==> src/sv/gwf_pkg.sv <==
package gwf_pkg;

  // map and walk limits
  localparam int GRID_SIZE = 16;
  localparam int MAX_STEPS = 1024;

  // port field widths
  localparam int COORD_W   = 4;
  localparam int MOVES_W   = 11;
  localparam int OUTCOME_W = 2;
  localparam int HEADING_W = 2;

  // internal widths
  localparam int POS_W = ($clog2(GRID_SIZE) > COORD_W) ? $clog2(GRID_SIZE) : COORD_W;
  localparam int IDX_W = $clog2(GRID_SIZE);
  localparam int CNT_W = $clog2(MAX_STEPS + 1);

  // request opcodes
  localparam logic OP_WRITE = 1'b0;
  localparam logic OP_WALK  = 1'b1;

  // walk outcome codes
  typedef enum logic [OUTCOME_W-1:0] {
    OUT_EXITED,
    OUT_RETURNED,
    OUT_TRAPPED,
    OUT_LIMIT
  } outcome_t;

  // move directions
  typedef enum logic [HEADING_W-1:0] {
    HD_DOWN,
    HD_RIGHT,
    HD_UP,
    HD_LEFT
  } heading_t;

endpackage

==> src/sv/grid_wall_follower.sv <==
// Wall-following walker over a GRID_SIZE x GRID_SIZE wall map. A write request
// (opcode 0) sets or clears one map cell; writes outside the grid are dropped.
// After reset every cell is a wall. A walk request (opcode 1) starts at the
// given cell and heading and produces exactly one result: exited (reached the
// last column from another column), returned (back on the start cell after at
// least one move), trapped (no open neighbour, or a start cell outside the
// grid) or step limit (MAX_STEPS moves). in_stall stays high while a walk runs.
// Each move runs the end tests for the current cell and then the direction
// probes, and the result is posted last; the single neighbour probe unit tests
// one direction per cycle. The result sits in an output register, so the next
// request is taken while an earlier result still waits.
module grid_wall_follower (
  input  logic                          clk,
  input  logic                          rst_n,
  input  logic                          in_valid,
  output logic                          in_stall,
  input  logic                          in_opcode,
  input  logic [gwf_pkg::COORD_W-1:0]   in_row,
  input  logic [gwf_pkg::COORD_W-1:0]   in_col,
  input  logic                          in_is_wall,
  input  logic [gwf_pkg::HEADING_W-1:0] in_start_heading,
  output logic                          out_valid,
  input  logic                          out_stall,
  output logic [gwf_pkg::OUTCOME_W-1:0] out_outcome,
  output logic [gwf_pkg::COORD_W-1:0]   out_end_row,
  output logic [gwf_pkg::COORD_W-1:0]   out_end_col,
  output logic [gwf_pkg::MOVES_W-1:0]   out_moves_taken
);
  import gwf_pkg::*;

  typedef enum logic [1:0] {
    ST_IDLE,
    ST_CHECK,
    ST_PROBE,
    ST_POST
  } state_t;

  localparam logic [POS_W-1:0] LAST_POS  = POS_W'(GRID_SIZE - 1);
  localparam logic [CNT_W-1:0] STEP_CAP  = CNT_W'(MAX_STEPS);
  localparam logic [1:0]       LAST_TRY  = 2'd3;

  state_t                 state_r;
  logic [GRID_SIZE-1:0]   wall_map_r [GRID_SIZE];
  logic [POS_W-1:0]       cur_row_r;
  logic [POS_W-1:0]       cur_col_r;
  logic [POS_W-1:0]       start_row_r;
  logic [POS_W-1:0]       start_col_r;
  heading_t               heading_r;
  logic [1:0]             try_r;
  logic [CNT_W-1:0]       move_cnt_r;
  outcome_t               outcome_r;
  logic                   out_valid_r;
  outcome_t               out_outcome_r;
  logic [COORD_W-1:0]     out_row_r;
  logic [COORD_W-1:0]     out_col_r;
  logic [MOVES_W-1:0]     out_moves_r;

  logic                   in_accept;
  logic                   out_free;
  logic [POS_W-1:0]       req_row;
  logic [POS_W-1:0]       req_col;
  logic                   req_in_grid;
  heading_t               probe_dir;
  logic [POS_W-1:0]       nb_row;
  logic [POS_W-1:0]       nb_col;
  logic                   nb_inside;
  logic                   nb_open;
  logic                   at_exit;
  logic                   at_return;
  logic                   at_limit;

  // handshake
  assign in_stall  = (state_r != ST_IDLE);
  assign in_accept = in_valid && !in_stall;
  assign out_free  = !out_valid_r || !out_stall;

  // request cell, widened to the position width
  assign req_row     = POS_W'(in_row);
  assign req_col     = POS_W'(in_col);
  assign req_in_grid = (int'(in_row) < GRID_SIZE) && (int'(in_col) < GRID_SIZE);

  // neighbour probe: one direction per cycle
  assign probe_dir = heading_t'(2'(heading_r + try_r));

  always_comb begin
    nb_row    = cur_row_r;
    nb_col    = cur_col_r;
    nb_inside = 1'b0;
    unique case (probe_dir)
      HD_DOWN: begin
        nb_inside = (cur_row_r != LAST_POS);
        nb_row    = cur_row_r + 1'b1;
      end
      HD_RIGHT: begin
        nb_inside = (cur_col_r != LAST_POS);
        nb_col    = cur_col_r + 1'b1;
      end
      HD_UP: begin
        nb_inside = (cur_row_r != '0);
        nb_row    = cur_row_r - 1'b1;
      end
      HD_LEFT: begin
        nb_inside = (cur_col_r != '0);
        nb_col    = cur_col_r - 1'b1;
      end
    endcase
  end

  assign nb_open = nb_inside && !wall_map_r[nb_row[IDX_W-1:0]][nb_col[IDX_W-1:0]];

  // end tests for the current cell
  assign at_exit   = (cur_col_r == LAST_POS) && (cur_col_r != start_col_r);
  assign at_return = (cur_row_r == start_row_r) && (cur_col_r == start_col_r) &&
                     (move_cnt_r != '0);
  assign at_limit  = (move_cnt_r == STEP_CAP);

  // sequencer, map and result register
  always_ff @(posedge clk) begin
    if (!rst_n) begin
      state_r     <= ST_IDLE;
      out_valid_r <= 1'b0;
      cur_row_r   <= '0;
      cur_col_r   <= '0;
      heading_r   <= HD_DOWN;
      try_r       <= '0;
      move_cnt_r  <= '0;
      for (int i = 0; i < GRID_SIZE; i++) begin
        wall_map_r[i] <= '1;
      end
    end else begin
      if (out_valid_r && !out_stall && (state_r != ST_POST)) begin
        out_valid_r <= 1'b0;
      end
      unique case (state_r)
        ST_IDLE: begin
          if (in_accept) begin
            if (in_opcode == OP_WRITE) begin
              if (req_in_grid) begin
                wall_map_r[req_row[IDX_W-1:0]][req_col[IDX_W-1:0]] <= in_is_wall;
              end
            end else begin
              cur_row_r   <= req_row;
              cur_col_r   <= req_col;
              start_row_r <= req_row;
              start_col_r <= req_col;
              heading_r   <= heading_t'(in_start_heading);
              move_cnt_r  <= '0;
              try_r       <= '0;
              if (req_in_grid) begin
                state_r <= ST_CHECK;
              end else begin
                outcome_r <= OUT_TRAPPED;
                state_r   <= ST_POST;
              end
            end
          end
        end
        ST_CHECK: begin
          priority if (at_exit) begin
            outcome_r <= OUT_EXITED;
            state_r   <= ST_POST;
          end else if (at_return) begin
            outcome_r <= OUT_RETURNED;
            state_r   <= ST_POST;
          end else if (at_limit) begin
            outcome_r <= OUT_LIMIT;
            state_r   <= ST_POST;
          end else begin
            try_r   <= '0;
            state_r <= ST_PROBE;
          end
        end
        ST_PROBE: begin
          priority if (nb_open) begin
            cur_row_r  <= nb_row;
            cur_col_r  <= nb_col;
            heading_r  <= heading_t'(2'(probe_dir - 2'd1));
            move_cnt_r <= move_cnt_r + 1'b1;
            state_r    <= ST_CHECK;
          end else if (try_r == LAST_TRY) begin
            outcome_r <= OUT_TRAPPED;
            state_r   <= ST_POST;
          end else begin
            try_r <= try_r + 1'b1;
          end
        end
        ST_POST: begin
          if (out_free) begin
            out_valid_r   <= 1'b1;
            out_outcome_r <= outcome_r;
            out_row_r     <= COORD_W'(cur_row_r);
            out_col_r     <= COORD_W'(cur_col_r);
            out_moves_r   <= MOVES_W'(move_cnt_r);
            state_r       <= ST_IDLE;
          end
        end
      endcase
    end
  end

  // result ports
  assign out_valid       = out_valid_r;
  assign out_outcome     = out_outcome_r;
  assign out_end_row     = out_row_r;
  assign out_end_col     = out_col_r;
  assign out_moves_taken = out_moves_r;

endmodule

==> config.mk <==
export PLATFORM = sky130hd
export DESIGN_NAME = grid_wall_follower
export DESIGN_NICKNAME = d
export VERILOG_FILES = /design/src/sv/gwf_pkg.sv /design/src/sv/grid_wall_follower.sv
export SDC_FILE = /design/constraint.sdc
export NUM_CORES = 1
export LEC_CHECK = 0
export BUFFER_PORTS_ARGS = -buffer_cell sky130_fd_sc_hd__buf_4
export CAP_MARGIN = 0
export CORE_MARGIN = 3
export CORE_UTILIZATION = 40
export CTS_CLUSTER_DIAMETER = 100
export DETAILED_ROUTE_END_ITERATION = 8
export PLACE_DENSITY = 0.58
export RECOVER_POWER = 50
export SLEW_MARGIN = 10
export SYNTH_ARGS = -nofsm -noshare
export SYNTH_HDL_FRONTEND = slang
export SYNTH_SLANG_ARGS = --single-unit
==> constraint.sdc <==
create_clock -name clk -period 12.05 [get_ports clk]
set_clock_uncertainty 0.1 [all_clocks]
set_input_delay 1.205 -clock clk [delete_from_list [all_inputs] [get_ports clk]]
set_output_delay 1.205 -clock clk [all_outputs]
set_load 0.01 [all_outputs]
==> flow_summary.html <==
<table>
<tr><th>Metric</th><th>Value</th></tr>
<tr><th colspan="2">Run status</th></tr>
<tr><td>Result of the run</td><td>complete, but fails checks</td></tr>
<tr><td>Failing checks</td><td>max-capacitance violations, max-slew violations</td></tr>
<tr><th colspan="2">Synth</th></tr>
<tr><td>Post-synth top area share</td><td>0.523</td></tr>
<tr><td>Sequential fraction of the synthesis area</td><td>0.555</td></tr>
<tr><td>Nets in the synthesized netlist</td><td>1518</td></tr>
<tr><td>Most frequent cells after synthesis</td><td>sky130_fd_sc_hd__nand2_1, sky130_fd_sc_hd__edfxtp_1, sky130_fd_sc_hd__o21ai_0, sky130_fd_sc_hd__clkbuf_1, sky130_fd_sc_hd__mux2i_1</td></tr>
<tr><td>Cell count after synthesis</td><td>1492</td></tr>
<tr><td>Post-synthesis cell type with the largest combined area</td><td>sky130_fd_sc_hd__edfxtp_1</td></tr>
<tr><td>Total number of yosys warnings</td><td>0</td></tr>
<tr><td>Biggest area contributors in the synthesized netlist</td><td>sky130_fd_sc_hd__edfxtp_1, sky130_fd_sc_hd__mux4_2, sky130_fd_sc_hd__o21ai_0</td></tr>
<tr><td>Most frequently used flop master after synthesis</td><td>sky130_fd_sc_hd__edfxtp_1</td></tr>
<tr><td>Count of different cell masters after synthesis</td><td>67</td></tr>
<tr><td>Synthesized area per cell</td><td>11.0 µm²</td></tr>
<tr><td>Most common cell in the netlist</td><td>sky130_fd_sc_hd__nand2_1</td></tr>
<tr><td>Cell Area, Synth</td><td>0.0165 mm²</td></tr>
<tr><td>Share of async-settable or async-resettable flops after synthesis</td><td>0</td></tr>
<tr><td>Number of flip-flops and latches in the synthesized netlist</td><td>313</td></tr>
<tr><td>EDFF count, synth</td><td>roughly 290</td></tr>
<tr><th colspan="2">STA</th></tr>
<tr><td>Worst-case headroom to the max-slew limit</td><td>-1.26</td></tr>
<tr><td>Post-route setup TNS</td><td>0 ns</td></tr>
<tr><td>Number of pins with negative max-slew slack in the final report</td><td>126</td></tr>
<tr><td>Slew at the pin with the worst max-slew slack</td><td>3.38 ns</td></tr>
<tr><td>Min cycle time layout</td><td>7.43 ns</td></tr>
<tr><td>RSZ-0062 raised after global routing</td><td>false</td></tr>
<tr><td>Final setup vio count</td><td>0</td></tr>
<tr><td>Final WS setup</td><td>4.62 ns</td></tr>
<tr><td>Endpoints failing hold</td><td>0</td></tr>
<tr><td>Maximum frequency from static timing analysis</td><td>135 MHz</td></tr>
<tr><td>Tcrit/Tclk final</td><td>0.616</td></tr>
<tr><th colspan="2">Global routing</th></tr>
<tr><td>Maximum number of pins on one net before global-route repair</td><td>106</td></tr>
<tr><td>Wire length of the first global-routing pass</td><td>~75000 µm</td></tr>
<tr><td>Global routing usage summed across all routing layers</td><td>0.225</td></tr>
<tr><td>Number of global-route vias before repair</td><td>approximately 12k</td></tr>
<tr><td>Grt total ovfl</td><td>0</td></tr>
<tr><td>Number of antenna violations at the first check in global routing</td><td>0</td></tr>
<tr><th colspan="2">Route</th></tr>
<tr><td>Number of remaining DRC errors</td><td>0</td></tr>
<tr><td>Routed Wire Length</td><td>50300 µm</td></tr>
<tr><td>DR WL/cell</td><td>24.9 µm</td></tr>
<tr><td>Drt initial violations</td><td>1349</td></tr>
<tr><td>Avg Vias per Cell</td><td>6.15</td></tr>
<tr><td>Iteration count of the initial detailed-routing pass</td><td>6</td></tr>
<tr><td>Routed vias</td><td>12.4k</td></tr>
<tr><td>Post-DRT Antenna Nets</td><td>0</td></tr>
<tr><th colspan="2">CTS</th></tr>
<tr><td>Clock Latency Late Sink</td><td>approximately 0.52 ns</td></tr>
<tr><td>Deepest level of the CTS H-tree</td><td>2</td></tr>
<tr><td>Root buffer cell</td><td>sky130_fd_sc_hd__clkbuf_16</td></tr>
<tr><td>Post-cts hold buffer count</td><td>0</td></tr>
<tr><td>Clock buffers created by TritonCTS</td><td>36</td></tr>
<tr><td>Number of clock sinks</td><td>approximately 310</td></tr>
<tr><td>CTS clk-pin slew, worst paths</td><td>0.06 ns</td></tr>
<tr><td>Post-CTS repair timing setup buffer count</td><td>0</td></tr>
<tr><td>Number of buffers between clock root and the deepest sink</td><td>3</td></tr>
<tr><td>Post-cts gate resize count</td><td>0</td></tr>
<tr><td>TritonCTS clock tree</td><td>yes</td></tr>
<tr><th colspan="2">Placement</th></tr>
<tr><td>Half-perimeter wire length after placement</td><td>31300 µm</td></tr>
<tr><td>GP Congestion</td><td>0.881</td></tr>
<tr><td>Minimum setup slack after placement</td><td>~5.6 ns</td></tr>
<tr><td>Number of placed cells counting well taps</td><td>between 1.5k and 2k</td></tr>
<tr><td>Placed Area</td><td>0.0173 mm²</td></tr>
<tr><td>Number of I/O port buffers</td><td>38</td></tr>
<tr><th colspan="2">Setup path</th></tr>
<tr><td>Internal reg-to-reg setup slack</td><td>4.62 ns</td></tr>
<tr><td>Critical path data required time</td><td>approximately 12 ns</td></tr>
<tr><td>Cell chain of the critical path</td><td>clkbuf_1 &gt; xor2_1 &gt; ha_1 &gt; buf_4 &gt; mux2i_4 &gt; buf_4 &gt; buf_4 &gt; mux4_2 &gt; and3_1 &gt; a2111oi_0 &gt; o41ai_1 &gt; and4_1 &gt; nor4_2 &gt; buf_4 &gt; o21ai_2 &gt; a32o_1</td></tr>
<tr><td>Critical Path Fanout Max</td><td>35</td></tr>
<tr><td>Cell repeated most along the worst path</td><td>sky130_fd_sc_hd__buf_4</td></tr>
<tr><td>Worst Setup EP</td><td>move_cnt_r[0]</td></tr>
<tr><td>Worst setup path start</td><td>cur_row_r[1]</td></tr>
<tr><td>R2r endpoint</td><td>move_cnt_r[0]</td></tr>
<tr><td>Critical Path End Type</td><td>register</td></tr>
<tr><td>Crit path launch type</td><td>register</td></tr>
<tr><td>Standard cell with the maximum stage delay on the critical path</td><td>sky130_fd_sc_hd__clkbuf_1</td></tr>
<tr><td>Start of the worst register-to-register path</td><td>cur_row_r[1]</td></tr>
<tr><td>Worst path max stage delay</td><td>roughly 1.7 ns</td></tr>
<tr><td>Buffers &amp; Inverters on Critical Path</td><td>5</td></tr>
<tr><td>CP arrival</td><td>just under 8 ns</td></tr>
<tr><td>Kind of critical path</td><td>register to register</td></tr>
<tr><td>Number of cells on the critical path</td><td>16</td></tr>
<tr><td>Kind of cell with the highest combined delay on the critical path</td><td>buffers and inverters</td></tr>
<tr><td>Worst reg2reg path depth</td><td>16</td></tr>
<tr><th colspan="2">Final layout</th></tr>
<tr><td>Flip-flop and latch area</td><td>just over 0.009 mm²</td></tr>
<tr><td>Nets</td><td>about 1.5k</td></tr>
<tr><td>Post-layout instance area</td><td>about 0.018 mm²</td></tr>
<tr><td>Area used by multi-input combinational logic</td><td>0.00674 mm²</td></tr>
<tr><td>Share of final-layout standard cells stronger than drive strength 1</td><td>0.127</td></tr>
<tr><td>Number of inserted diodes</td><td>0</td></tr>
<tr><td>Area overhead of the layout relative to synthesis</td><td>10.7%</td></tr>
<tr><td>Number of non-filler instances in the completed layout</td><td>slightly above 2k</td></tr>
<tr><td>Fillers</td><td>3772</td></tr>
<tr><th colspan="2">Power and ir drop</th></tr>
<tr><td>Total power density per cell area</td><td>152 mW/mm²</td></tr>
<tr><td>Total leakage power</td><td>roughly 4.9 nW</td></tr>
<tr><td>Worst supply voltage drop on vdd</td><td>0.0000884 V</td></tr>
<tr><th colspan="2">Floorplanning</th></tr>
<tr><td>Count of standard-cell rows</td><td>73</td></tr>
<tr><td>I/O Pins</td><td>39</td></tr>
<tr><td>Horizontal die dimension</td><td>209 µm</td></tr>
<tr><td>Initial cell density of the core</td><td>0.410</td></tr>
<tr><td>Chip Height</td><td>209 µm</td></tr>
<tr><td>Placeable Area</td><td>roughly 0.040 mm²</td></tr>
<tr><td>Die area</td><td>0.0437 mm²</td></tr>
<tr><th colspan="2">Run</th></tr>
<tr><td>Max-cap violations</td><td>2</td></tr>
<tr><th colspan="2">Min path</th></tr>
<tr><td>Worst hold path class</td><td>register to register</td></tr>
</table>
[routing by layer]
metal	GRT usage	part of all wire	routed length (µm)
met1	0.308	0.40	20300
met4	0.0834	0.037	1840
met3	0.0488	0.093	4660
met5	0	0	0
met2	0.356	0.47	23500
[registers in the layout, summed over array words and instances (netlist names)]
register and flops:
wall_map_r 256, move_cnt_r 11, out_moves_taken 11, cur_col_r 4
cur_row_r 4, out_end_col 4, out_end_row 4, start_col_r 4
start_row_r 4, heading_r 2, out_outcome 2, outcome_r 2
state_r 2, try_r 2, out_valid 1
[kinds of logic (layout without fill, tap and decap cells)]
logic type,after synthesis,count (layout),synth area share
AOI/OAI and AO/OA,341,341,0.114
xor gates and xnor gates,16,16,0.00980
adders and majority gates,10,10,0.00805
buffers and inverters,159,165,0.0391
DFF,313,313,0.555
muxes,152,152,0.143
and+or+nand+nor,501,501,0.130
[worst min path at each step]
stage | from | end | slack [ns] | depth (start not counted)
2_1_floorplan | outcome_r[0] | out_outcome[0] | 0.30 | 0
3_3_place_gp | outcome_r[1] | out_outcome[1] | 0.31 | 0
3_5_place_dp | outcome_r[1] | out_outcome[1] | 0.31 | 0
5_1_grt | outcome_r[1] | out_outcome[1] | 0.33 | 0
6_report | outcome_r[1] | out_outcome[1] | 0.32 | 0
4_1_cts | outcome_r[1] | out_outcome[1] | 0.32 | 0
[power breakdown]
part	total, mW	switching, mW	internal, mW	leakage (nW)
Combinational	0.500	0.322	0.178	2.11
Clock	1.07	0.441	0.631	0.554
Sequential	1.20	0.0108	1.19	2.28
Total	2.77	0.774	2.00	4.94
[layout make-up]
type | instances | share of cell area
sequential | 313 | 0.501
multi-input combinational | 1020 | 0.370
clock buffer | 44 | 0.0528
tap | 525 | 0.0360
timing repair buffer | 91 | 0.0286
clock inverter | 19 | 0.00920
inverter | 11 | 0.00226
[cell usage in the layout (no fill, tap or decap), types with 3 or more instances in the layout]
cell and instances:
sky130_fd_sc_hd__a2111oi_0 7, sky130_fd_sc_hd__a211o_1 4, sky130_fd_sc_hd__a21o_1 3, sky130_fd_sc_hd__a21oi_1 17
sky130_fd_sc_hd__a31o_1 3, sky130_fd_sc_hd__a31oi_1 3, sky130_fd_sc_hd__and2_0 4, sky130_fd_sc_hd__and3_1 10
sky130_fd_sc_hd__and4b_1 4, sky130_fd_sc_hd__buf_4 48, sky130_fd_sc_hd__bufinv_16 3, sky130_fd_sc_hd__clkbuf_1 49
sky130_fd_sc_hd__clkbuf_16 37, sky130_fd_sc_hd__clkinv_1 6, sky130_fd_sc_hd__clkinv_2 8, sky130_fd_sc_hd__dfxtp_1 25
sky130_fd_sc_hd__edfxtp_1 287, sky130_fd_sc_hd__ha_1 9, sky130_fd_sc_hd__inv_1 11, sky130_fd_sc_hd__mux2_2 5
sky130_fd_sc_hd__mux2i_1 78, sky130_fd_sc_hd__mux4_2 66, sky130_fd_sc_hd__nand2_1 343, sky130_fd_sc_hd__nand2b_1 7
sky130_fd_sc_hd__nand3_1 31, sky130_fd_sc_hd__nand4_1 4, sky130_fd_sc_hd__nor2_1 51, sky130_fd_sc_hd__nor2_2 4
sky130_fd_sc_hd__nor2b_1 7, sky130_fd_sc_hd__nor3_1 12, sky130_fd_sc_hd__nor4_1 7, sky130_fd_sc_hd__nor4_2 3
sky130_fd_sc_hd__o211ai_1 6, sky130_fd_sc_hd__o21ai_0 274, sky130_fd_sc_hd__or3_1 3, sky130_fd_sc_hd__xnor2_1 3
sky130_fd_sc_hd__xor2_1 9
[per-stage QoR]
step / power, mW / hold WS, ns / util
finish: 2.77 / 0.318 / 0.454
global route: 2.87 / 0.327 / 0.454
CTS: 2.78 / 0.320 / 0.458
detailed placement: 1.72 / 0.307 / 0.430
global placement: 1.72 / 0.306 / 0.430
floorplan: 1.58 / 0.300 / -
Power figures use the tool's default switching activity.
